===== config.mk =====
export PLATFORM = sky130hd
export DESIGN_NAME = segment_reorder_buffer
export DESIGN_NICKNAME = d
export VERILOG_FILES = /design/src/hdl/srb_pkg.sv /design/src/hdl/srb_slot_mem.sv /design/src/hdl/srb_div.sv /design/src/hdl/segment_reorder_buffer.sv
export SDC_FILE = /design/constraint.sdc
export NUM_CORES = 1
export LEC_CHECK = 0
export BUFFER_PORTS_ARGS = -buffer_cell sky130_fd_sc_hd__buf_2
export CAP_MARGIN = 20
export CORE_ASPECT_RATIO = 0.6
export CORE_MARGIN = 1
export CORE_UTILIZATION = 56
export DETAILED_ROUTE_END_ITERATION = 12
export GPL_TIMING_DRIVEN = 0
export PLACE_DENSITY = 0.76
export SETUP_SLACK_MARGIN = 0.02
export SYNTH_ARGS = -nofsm -noshare
export SYNTH_HDL_FRONTEND = slang
export SYNTH_SLANG_ARGS = --single-unit

===== constraint.sdc =====
create_clock -name i_clk -period 5.2 [get_ports i_clk]
set_clock_uncertainty 0.15 [all_clocks]
set_input_delay 0.26 -clock i_clk [delete_from_list [all_inputs] [get_ports i_clk]]
set_output_delay 0.26 -clock i_clk [all_outputs]
set_load 0.01 [all_outputs]

===== src/hdl/srb_pkg.sv =====
`timescale 1ns / 1ps

package srb_pkg;

    // Width of the slot index field carried on the result channel.
    localparam int SLOT_FIELD_W = 4;

    // One segment header as it arrives.
    typedef struct packed {
        logic [31:0] seq_number;
        logic [10:0] seg_length;
    } t_in_item;

    // One result: a released segment or the closing acknowledgement.
    typedef struct packed {
        logic                    kind;
        logic [31:0]             out_seq;
        logic [10:0]             out_length;
        logic [SLOT_FIELD_W-1:0] slot_index;
        logic [31:0]             ack_value;
        logic                    eof_seen;
        logic                    last;
    } t_out_item;

    // Result kinds.
    localparam logic KIND_RELEASE = 1'b0;
    localparam logic KIND_ACK     = 1'b1;

    // Contents of one ring slot.
    typedef struct packed {
        logic [31:0] seq;
        logic [10:0] len;
    } t_slot_entry;

    // Handshake between the controller and the slot divider.
    typedef struct packed {
        logic start;
        logic done;
    } t_div_ctl;

    // Controller states.
    typedef enum logic [2:0] {
        ST_IDLE,
        ST_DIV,
        ST_WRITE,
        ST_READ,
        ST_CHECK,
        ST_RELEASE,
        ST_ACK
    } t_srb_state;

endpackage


===== src/hdl/srb_slot_mem.sv =====
`timescale 1ns / 1ps

module srb_slot_mem
    import srb_pkg::*;
#(
    parameter int DEPTH = 16,
    parameter int AW    = 4
) (
    input  logic          i_clk,
    input  logic          i_wr_en,
    input  logic [AW-1:0] i_wr_addr,
    input  t_slot_entry   i_wr_data,
    input  logic          i_rd_en,
    input  logic [AW-1:0] i_rd_addr,
    output t_slot_entry   o_rd_data
);

    t_slot_entry r_mem [DEPTH];
    t_slot_entry r_rd_data;

    // Single write port.
    always_ff @(posedge i_clk) begin
        if (i_wr_en) begin
            r_mem[i_wr_addr] <= i_wr_data;
        end
    end

    // Single read port with registered data.
    always_ff @(posedge i_clk) begin
        if (i_rd_en) begin
            r_rd_data <= r_mem[i_rd_addr];
        end
    end

    assign o_rd_data = r_rd_data;

endmodule


===== src/hdl/srb_div.sv =====
`timescale 1ns / 1ps

module srb_div
    import srb_pkg::*;
#(
    parameter int SEGMENT_BYTES = 1456,
    parameter int QW            = 4,
    parameter int DW            = 16
) (
    input  logic          i_clk,
    input  logic          i_rst_n,
    input  logic          i_start,
    input  logic [DW-1:0] i_dividend,
    output logic          o_done,
    output logic [QW-1:0] o_quotient
);

    // Reciprocal of the segment size, exact for every dividend below 2**DW.
    localparam int            LW    = (SEGMENT_BYTES > 1) ? $clog2(SEGMENT_BYTES) : 0;
    localparam int            SH    = DW + LW;
    localparam int            MW    = DW + 1;
    localparam int            PW    = DW + MW;
    localparam logic [MW-1:0] RECIP = MW'(((64'd1 << SH) + 64'(SEGMENT_BYTES) - 64'd1)
                                          / 64'(SEGMENT_BYTES));

    logic          r_busy;
    logic          r_done;
    logic [DW-1:0] r_dividend;
    logic [QW-1:0] r_q;

    logic [PW-1:0] w_product;

    // The quotient sits in the product bits above the reciprocal shift.
    assign w_product = {{MW{1'b0}}, r_dividend} * {{DW{1'b0}}, RECIP};

    // The dividend is captured on start and multiplied in the next cycle.
    always_ff @(posedge i_clk) begin
        if (!i_rst_n) begin
            r_busy <= 1'b0;
            r_done <= 1'b0;
        end else begin
            r_busy <= i_start;
            r_done <= r_busy;
        end
    end

    // Dividend and quotient registers.
    always_ff @(posedge i_clk) begin
        if (i_start) begin
            r_dividend <= i_dividend;
        end
        if (r_busy) begin
            r_q <= w_product[SH +: QW];
        end
    end

    assign o_done     = r_done;
    assign o_quotient = r_q;

endmodule


===== src/hdl/segment_reorder_buffer.sv =====
`timescale 1ns / 1ps

// Reorder buffer for a selective-repeat receiver.
// The input channel (i_in_valid, o_in_stall, i_in_data) carries one segment
// header per transaction: a byte sequence number and a payload length.
// The output channel (o_out_valid, i_out_stall, o_out_data) returns, for each
// header, zero or more released in-order segments followed by one
// acknowledgement that has last set. A zero-length segment at the expected
// sequence marks end of file; after it every header only gets acknowledged.
// One header is processed at a time. A header in the window passes the slot
// divider, which registers the offset and then multiplies it by the
// reciprocal of the segment size, then the slot write, the read and check of
// the ring start, the acknowledgement load and the return to idle before the
// next header can be taken. Each released segment adds another
// read-check-release walk of the memory. Headers outside the window or behind
// the expected sequence skip the divider and the slot write, and after end of
// file a header goes straight to the acknowledgement.
// A stalled receiver holds the result in the output register; the next
// header is still taken while the closing acknowledgement waits there.
// Synchronous reset clears the expected sequence, the ring start, all slot
// valid bits and the end-of-file flag; no clearing pass is needed.

module segment_reorder_buffer
    import srb_pkg::*;
#(
    parameter int RING_SLOTS    = 16,
    parameter int SEGMENT_BYTES = 1456
) (
    input  logic      i_clk,
    input  logic      i_rst_n,
    input  logic      i_in_valid,
    output logic      o_in_stall,
    input  t_in_item  i_in_data,
    output logic      o_out_valid,
    input  logic      i_out_stall,
    output t_out_item o_out_data
);

    localparam int SW    = (RING_SLOTS > 1) ? $clog2(RING_SLOTS) : 1;
    localparam int WIN   = RING_SLOTS * SEGMENT_BYTES;
    localparam int WIN_W = $clog2(WIN + 1);

    t_srb_state r_state;
    t_srb_state n_state;

    logic [31:0]           r_expected;
    logic [SW-1:0]         r_ring_start;
    logic [RING_SLOTS-1:0] r_valid;
    logic                  r_done;
    logic [31:0]           r_seq;
    logic [10:0]           r_len;
    logic                  r_out_valid;
    t_out_item             r_out;

    t_div_ctl      w_div;
    logic [SW-1:0] w_quot;
    t_slot_entry   w_rd_data;
    logic          w_in_acc;
    logic [31:0]   w_offset;
    logic          w_in_win;
    logic [SW:0]   w_slot_sum;
    logic [SW-1:0] w_slot;
    logic [SW:0]   w_next_sum;
    logic [SW-1:0] w_next_start;
    logic          w_hit;
    logic          w_out_free;
    logic          w_mem_wr;
    logic          w_mem_rd;
    logic          w_load_rel;
    logic          w_load_ack;
    logic [31:0]   w_start_ext;

    assign w_in_acc   = i_in_valid && !o_in_stall;
    assign w_out_free = !r_out_valid || !i_out_stall;

    // Offset to the expected sequence and the window test.
    assign w_offset = i_in_data.seq_number - r_expected;
    assign w_in_win = !w_offset[31] && (w_offset < 32'(WIN));

    // Target slot, counted from the ring start.
    assign w_slot_sum = {1'b0, r_ring_start} + {1'b0, w_quot};
    assign w_slot     = (w_slot_sum >= (SW+1)'(RING_SLOTS)) ?
                        SW'(w_slot_sum - (SW+1)'(RING_SLOTS)) : w_slot_sum[SW-1:0];

    // Ring start after a release.
    assign w_next_sum   = {1'b0, r_ring_start} + (SW+1)'(1);
    assign w_next_start = (w_next_sum >= (SW+1)'(RING_SLOTS)) ?
                          '0 : w_next_sum[SW-1:0];

    // Hit: the slot at the ring start is valid and holds the expected segment.
    assign w_hit = r_valid[r_ring_start] && (w_rd_data.seq == r_expected);

    assign w_start_ext = 32'(r_ring_start);

    srb_div #(
        .SEGMENT_BYTES(SEGMENT_BYTES),
        .QW           (SW),
        .DW           (WIN_W)
    ) u_div (
        .i_clk     (i_clk),
        .i_rst_n   (i_rst_n),
        .i_start   (w_div.start),
        .i_dividend(w_offset[WIN_W-1:0]),
        .o_done    (w_div.done),
        .o_quotient(w_quot)
    );

    srb_slot_mem #(
        .DEPTH(RING_SLOTS),
        .AW   (SW)
    ) u_mem (
        .i_clk    (i_clk),
        .i_wr_en  (w_mem_wr),
        .i_wr_addr(w_slot),
        .i_wr_data({r_seq, r_len}),
        .i_rd_en  (w_mem_rd),
        .i_rd_addr(r_ring_start),
        .o_rd_data(w_rd_data)
    );

    // Next state.
    always_comb begin
        n_state = r_state;
        unique case (r_state)
            ST_IDLE: begin
                if (w_in_acc) begin
                    priority if (r_done) begin
                        n_state = ST_ACK;
                    end else if (w_in_win) begin
                        n_state = ST_DIV;
                    end else begin
                        n_state = ST_READ;
                    end
                end
            end
            ST_DIV: begin
                if (w_div.done) begin
                    n_state = ST_WRITE;
                end
            end
            ST_WRITE: begin
                n_state = ST_READ;
            end
            ST_READ: begin
                n_state = ST_CHECK;
            end
            ST_CHECK: begin
                if (w_hit && (w_rd_data.len != '0)) begin
                    n_state = ST_RELEASE;
                end else begin
                    n_state = ST_ACK;
                end
            end
            ST_RELEASE: begin
                if (w_out_free) begin
                    n_state = ST_READ;
                end
            end
            ST_ACK: begin
                if (w_out_free) begin
                    n_state = ST_IDLE;
                end
            end
            default: begin
                n_state = ST_IDLE;
            end
        endcase
    end

    // Control outputs of the state machine.
    always_comb begin
        o_in_stall  = 1'b1;
        w_div.start = 1'b0;
        w_mem_wr    = 1'b0;
        w_mem_rd    = 1'b0;
        w_load_rel  = 1'b0;
        w_load_ack  = 1'b0;
        unique case (r_state)
            ST_IDLE: begin
                o_in_stall  = 1'b0;
                w_div.start = i_in_valid && !r_done && w_in_win;
            end
            ST_WRITE: begin
                w_mem_wr = 1'b1;
            end
            ST_READ: begin
                w_mem_rd = 1'b1;
            end
            ST_RELEASE: begin
                w_load_rel = w_out_free;
            end
            ST_ACK: begin
                w_load_ack = w_out_free;
            end
            default: begin
                o_in_stall = 1'b1;
            end
        endcase
    end

    // State register and control state.
    always_ff @(posedge i_clk) begin
        if (!i_rst_n) begin
            r_state      <= ST_IDLE;
            r_expected   <= '0;
            r_ring_start <= '0;
            r_valid      <= '0;
            r_done       <= 1'b0;
        end else begin
            r_state <= n_state;
            if (w_mem_wr) begin
                r_valid[w_slot] <= 1'b1;
            end
            if ((r_state == ST_CHECK) && w_hit) begin
                r_valid[r_ring_start] <= 1'b0;
                r_expected <= r_expected + 32'(w_rd_data.len);
                if (w_rd_data.len == '0) begin
                    r_done <= 1'b1;
                end
            end
            if (w_load_rel) begin
                r_ring_start <= w_next_start;
            end
        end
    end

    // Header capture.
    always_ff @(posedge i_clk) begin
        if (w_in_acc) begin
            r_seq <= i_in_data.seq_number;
            r_len <= i_in_data.seg_length;
        end
    end

    // Output register.
    always_ff @(posedge i_clk) begin
        if (!i_rst_n) begin
            r_out_valid <= 1'b0;
        end else if (w_load_rel || w_load_ack) begin
            r_out_valid <= 1'b1;
        end else if (!i_out_stall) begin
            r_out_valid <= 1'b0;
        end
    end

    always_ff @(posedge i_clk) begin
        if (w_load_rel) begin
            r_out.kind       <= KIND_RELEASE;
            r_out.out_seq    <= w_rd_data.seq;
            r_out.out_length <= w_rd_data.len;
            r_out.slot_index <= w_start_ext[SLOT_FIELD_W-1:0];
            r_out.ack_value  <= r_expected;
            r_out.eof_seen   <= 1'b0;
            r_out.last       <= 1'b0;
        end else if (w_load_ack) begin
            r_out.kind       <= KIND_ACK;
            r_out.out_seq    <= '0;
            r_out.out_length <= '0;
            r_out.slot_index <= '0;
            r_out.ack_value  <= r_expected;
            r_out.eof_seen   <= r_done;
            r_out.last       <= 1'b1;
        end
    end

    assign o_out_valid = r_out_valid;
    assign o_out_data  = r_out;

`ifndef SYNTHESIS
    // End of file, once seen, stays until reset.
    a_done_sticky: assert property (@(posedge i_clk) disable iff (!i_rst_n)
        r_done |=> r_done)
        else $error("end-of-file flag cleared");

    // A released segment never closes the item.
    a_release_not_last: assert property (@(posedge i_clk) disable iff (!i_rst_n)
        (o_out_valid && (o_out_data.kind == KIND_RELEASE)) |->
        (!o_out_data.last && !o_out_data.eof_seen))
        else $error("release result marked last");

    // The ring start stays inside the ring.
    a_ring_range: assert property (@(posedge i_clk) disable iff (!i_rst_n)
        32'(r_ring_start) < 32'(RING_SLOTS))
        else $error("ring start out of range");

    // The divider finishes only while the controller waits for it.
    a_div_done_state: assert property (@(posedge i_clk) disable iff (!i_rst_n)
        w_div.done |-> (r_state == ST_DIV))
        else $error("divider finished outside its state");

    // The computed slot offset is always inside the ring.
    a_quot_range: assert property (@(posedge i_clk) disable iff (!i_rst_n)
        w_div.done |-> (32'(w_quot) < 32'(RING_SLOTS)))
        else $error("slot offset beyond the ring");
`endif

endmodule

# Word level (Yosys, flattened, before mapping)
# Memories as Yosys holds them, arrays and structs flattened. A register that Yosys moved wholly into a read port is not among the register bits.
# Cells that the tools add are included.
[word_totals] register_bits=202 input_bits=47 mem_bits_rw=688 mem_count=1 word_cells=99 out_inout_bits=84
[classes] magnitude_cmp=7 n_bitwise=3 reduce_logical=21 n_eq_ne=12 n_mul=1 muxes=31 n_addsub=5
[memory_table] memory="u_mem.r_mem" depth=16 width=43 read_ports=1 rd_clocked_by_memory_dff=1 wr=1 line_no="srb_slot_mem.sv:18" rtl="t_slot_entry r_mem [DEPTH];"
[ops] operator="$mux W81" n=2
[ops] operator="$mux W16" n=3
[ops] operator="$add A32 B11 Y32" n=1
[ops] operator="$eq A32 B32 Y1" n=1
[ops] operator="$lt A32 B15 Y1 const B" n=1
[ops] operator="$sub A32 B32 Y32" n=1
[ops] operator="$mul A15 B14 Y28 const B" n=1
[ops] operator="$pmux W3 S7" n=1
[ops] operator="$and A16 B16 Y16" n=1
[ops] operator="$not A16 Y16" n=1
[ops] operator="$or A16 B16 Y16" n=1
[ops] operator="$mux W3" n=5
[ops] operator="$mux W1" n=13
[ops] operator="$logic_not A11 Y1" n=1
[ops] operator="$reduce_bool A11 Y1" n=1
[ops] operator="$ge A5 B5 Y1 const B" n=2
[ops] operator="$lt A4 B5 Y1 const B" n=2
[ops] operator="$eq A3 B3 Y1 const B" n=3
[ops] operator="$logic_and A1 B1 Y1" n=9
[ops] operator="$demux W1 S4" n=2
[ops] operator="$ge A4 B1 Y1 const B" n=2
[ops] operator="$mux W4" n=2
[ops] operator="$eq A3 B2 Y1 const B" n=2
[ops] operator="$ne A2 B2 Y1 const B" n=3
[ops] operator="13 further kinds" n=19

# Logic depth before layout (Yosys ltp)
[depth] word_depth=12 mapped_depth=20 ltp_nobuf=20

# Modules after synthesis
# Synthesis repeated with hierarchy kept, for this count alone.
[unflattened] hier_cells=2407 area_unflattened_um2=40541.4
[by_module_without_submodules] mod="srb_slot_mem" cells_each=1116 seq_area_each_um2=21951.1 n_inst=1 area_per_inst_um2=27069.7
[by_module_without_submodules] mod="segment_reorder_buffer" cells_each=968 seq_area_each_um2=4844.6 n_inst=1 area_per_inst_um2=10152.2
[by_module_without_submodules] mod="srb_div" cells_each=323 seq_area_each_um2=610.6 n_inst=1 area_per_inst_um2=3319.4

# Worst setup path after synthesis
# Ideal clock, no wire load.
[synth_path] kind="reg-to-reg" from="reg u_div.r_dividend[4]" to="reg u_div.r_q[2], in the netlist u_div.o_quotient[2], data pin" setup_time_ps=258 path_buffers=0 required_time_ps=4792 period_less_slack_ps=4974 arrival_ps=4566 path_slack_ps=226 stages_incl_launch_ff=21 path_cell_list="edfxtp_1 -> ha_1 -> inv_1 -> fa_1 -> inv_1 -> fa_1 -> fa_1 -> ha_1 -> inv_1 -> fa_1 -> inv_1 -> ha_1 -> o21ai_0 -> nor2_1 -> nor2_1 -> o31a_1 -> o21ai_0 -> a2bb2oi_1 -> nand2_1 -> a21oi_1 -> xnor2_1"
[synth_between] elab_chain_len=1
[synth_rtl] element="from (decl)" line_no="srb_div.sv:28" rtl="logic [DW-1:0] r_dividend;"
[synth_rtl] element="from (signal assigned)" line_no="srb_div.sv:50" rtl="r_dividend <= i_dividend;"
[synth_rtl] element="$mul A15 B14 Y28" line_no="srb_div.sv:34" rtl="assign w_product = {{MW{1'b0}}, r_dividend} * {{DW{1'b0}}, RECIP};"
[synth_rtl] element="named net u_div.w_product[28]" line_no="srb_div.sv:31" rtl="logic [PW-1:0] w_product;"
[synth_rtl] element="to (signal assigned)" line_no="srb_div.sv:53" rtl="r_q <= w_product[SH +: QW];"
[synth_rtl] element="to (decl)" line_no="srb_div.sv:29" rtl="logic [QW-1:0] r_q;"
# The timed path passes the listed nets, and every way through them passes these cells.
# A chain may end at the register's enable or synchronous reset.

# Worst setup path after layout
[layout_path] from="reg u_div.r_dividend[4]" to="reg u_div.r_q[0], in the netlist u_div.o_quotient[0], data pin"
# The elaborated chain is that of the path after synthesis.

==> results.json <==
{
  "status": "finished, final reports clean",
  "cts_buffers": 82,
  "fin_setup_tns_ns": 0,
  "track_usage_pct": 31.1,
  "ir_worst_vdd_v": 0.000281,
  "final_cell_area_sq_mm": 0.0469,
  "antennaDiodeCount": 0,
  "h-tree-depth": 3,
  "synth_common_cells": "edfxtp_1 (872), mux4_2 (220), ha_1 (148)",
  "drc": 0,
  "rsz0062_at_grt": "true",
  "dp.cells": 3463,
  "place_hpwl_microns": 77300,
  "path_cells": "buf_4 -> ha_1 -> inv_1 -> fa_1 -> inv_1 -> fa_1 -> inv_1 -> fa_1 -> inv_1 -> ha_1 -> ha_4 -> ha_4 -> o21ai_4 -> buf_4 -> buf_4 -> o31ai_2 -> a41oi_2 -> xnor2_2",
  "synth_area_leaders": "edfxtp_1 (65%), mux4_2 (12%), ha_1 (4.6%), dfxtp_1 (3.0%), fa_1 (1.7%)",
  "ys_seq_area_share_pct": 67.8,
  "slowest_delay_ns": 0.51,
  "post_drt_wl_per_cell_microns": 30.5,
  "die_area_sq_mm": 0.0733,
  "synth_edf_count": 872,
  "layout-drive-gt1-share_pct": 22.7,
  "syn_nets": 2554,
  "ctsLongestPathBuffers": 3,
  "yosys_warnings": 0,
  "place.port_buffers": 130,
  "fin_cells": 3679,
  "cp_common_cell": "inv_1",
  "gp_congestion": 0.971,
  "holdWs_ns": 0.158,
  "syn_inst": 2324,
  "final_util_pct": 66.3,
  "synth.avg_cell_area_sq_um": 17.4,
  "dieWidth_microns": 349,
  "synth.distinct_cells": 84,
  "antenna_found_initial": 1,
  "area_delta_synth_final_pct": 15.9,
  "fmax_mhz": 200,
  "crit_arrival_ns": 5.30,
  "placed_area_sq_mm": 0.0434,
  "p_per_area_mw_per_mm2": 372,
  "final_hold_viol_count": 0,
  "post-route-period-util_pct": 96.3,
  "ys.flop_type": "edfxtp_1",
  "fin_ws_ns": 0.190,
  "tightest_slew_ns": 1.17,
  "worst-path-max-fanout": 3,
  "min_period_ns": 5.01,
  "critical_path_class": "register to register",
  "synthMuxAreaShare_pct": 12.4,
  "slowest_stage": "fa_1",
  "setup_viol": 0,
  "post_synth_instance_area_sq_mm": 0.0405,
  "total_power_mw": 17.5,
  "max_slew_margin_pct": 22.3,
  "start_util_pct": 57.2,
  "cts.sinks": 933,
  "hold_class": "primary input to register",
  "maxSlewViolCount": 0,
  "ys_seq_elements": 933,
  "synth_top_cell_by_area": "edfxtp_1",
  "synthXorXnorAreaFrac_pct": 1.91,
  "startpoint_type": "register",
  "vias": 23959,
  "clk_pin_slew_worst_paths_ns": 0.07,
  "core-area_sq_mm": 0.0707,
  "first_pass_iters": 7,
  "synth_fa_ha_area_share_pct": 6.31,
  "p_leak_nw": 15.6,
  "synth-simple-area-share_pct": 5.38,
  "grt_max_degree": 32,
  "num_rows": 75,
  "root_buffer": "clkbuf_16",
  "synth_top_family_by_area": "multiplexers",
  "pre_cts_slack_ns": -0.416,
  "drt_iter0_drc": 4117,
  "ios": 131,
  "synth.most_common_cell": "edfxtp_1",
  "drt-vias-per-instance": 6.51,
  "ant_nets": 0,
  "insertion_delay_ns": 0.66,
  "die_h_microns": 210,
  "cp_data_required_time_ns": 5.49,
  "grt_pass1_vias": 23556,
  "cts_tree": "done",
  "crit_path_end_kind": "register",
  "yosysTopAreaCellShare_pct": 64.7,
  "synth-compound-area-share_pct": 4.13,
  "grt_pass1_wl_microns": 161000,
  "routed_wl_microns": 112000,
  "nets": 2882,
  "globalRoute.totalOverflow": 0,
  "maxCapViolCount": 0,
  "synthArstFlopShare_pct": 0
}
[cells by family after synthesis]
group,count (synthesis)
buf+inv,221
flops,933
xor+xnor,88
mux,225
fa+ha+maj,183
compound gates,257
simple gates,417
[worst paths after layout]
| path | depth (start not counted) | slack (ns) | endpoint | startpoint |
|---|---|---|---|---|
| hold / removal | 2 | 0.16 | r_len[8] | i_in_data[8] |
| setup reg to reg | 18 | 0.19 | u_div.o_quotient[0] | u_div.r_dividend[4] |
| hold reg to reg | 1 | 0.37 | o_out_data[1] | o_out_data[1] |
| setup / recovery | 18 | 0.19 | u_div.o_quotient[0] | u_div.r_dividend[4] |
[critical path, delay by kind of cell, from the launching register on]
family / cells / cell delay (ns)
XOR/XNOR: 1 / 0.35
buffers and inverters: 7 / 0.63
AO/OA/AOI/OAI: 3 / 0.52
flip-flops: 1 / 0.47
adder cells (fa/ha/maj): 7 / 2.66
[flip-flops by register name, indices dropped and copies added, names as in the netlist]
signal	cells
o_out_data	81
o_out_valid	1
r_done	1
r_expected	32
r_len	11
r_ring_start	4
r_seq	32
r_state	3
r_valid	16
u_div.o_done	1
u_div.o_quotient	4
u_div.r_busy	1
u_div.r_dividend	15
u_mem.o_rd_data	43
u_mem.r_mem	688
[per-layer routing]
layer,vias to the layer above,global-route usage (%),wire [microns]
li1,9842,-,-
met1,12162,46.5,45000
met2,1697,45.2,49800
met3,258,7.70,14000
met4,0,10.2,3640
met5,-,0,0
[layout make-up]
type / instances / area, sq um
Clock inverter: 43 / 409
Sequential cell: 933 / 27400
Multi-Input combinational cell: 1170 / 12500
Clock buffer: 106 / 2220
Timing Repair Buffer: 244 / 2290
Inverter: 129 / 484
Buffer: 92 / 384
Tap cell: 962 / 1200
Fill cell: 4651 / 23800
[cell usage in the layout, fill, tap and decap left out, drive strengths merged, types with 6 or more instances in the layout]
master	synthesis	layout
o311ai	6	6
nor2b	11	11
or3	11	11
nand2b	10	10
nand3	26	26
dlygate4sd3	0	46
nor2	99	99
xnor2	73	73
a211oi	8	8
nor3	59	59
inv	129	133
a31oi	19	19
and4	6	6
o2111ai	6	6
a21oi	70	70
nand2	72	72
clkbuf	58	164
mux4	220	220
buf	34	232
and2	55	55
edfxtp	872	872
clkinv	0	30
nor4	14	14
ha	148	148
nand4	25	25
xor2	15	15
and3	10	10
o211ai	12	12
a21o	16	16
o21ai	79	79
fa	35	35
bufinv	0	6
dfxtp	61	61
[what timing repair did]
action	4_1_cts	5_1_grt
hold buffers	46	0
gates resized for setup	6	20
pin swaps	8	17
buffers inserted	6	8
endpoints found under the setup margin	4	4
endpoints found under the hold margin	51	0
[power breakdown]
| group | switching, mW | total [mW] | internal [mW] | leakage (nW) |
|---|---|---|---|---|
| Combinational | 1.24 | 1.94 | 0.699 | 5.90 |
| Sequential | 0.457 | 9.44 | 8.98 | 8.39 |
| Clock | 2.74 | 6.07 | 3.34 | 1.29 |
Note: power is estimated with default switching activity, not from simulation.
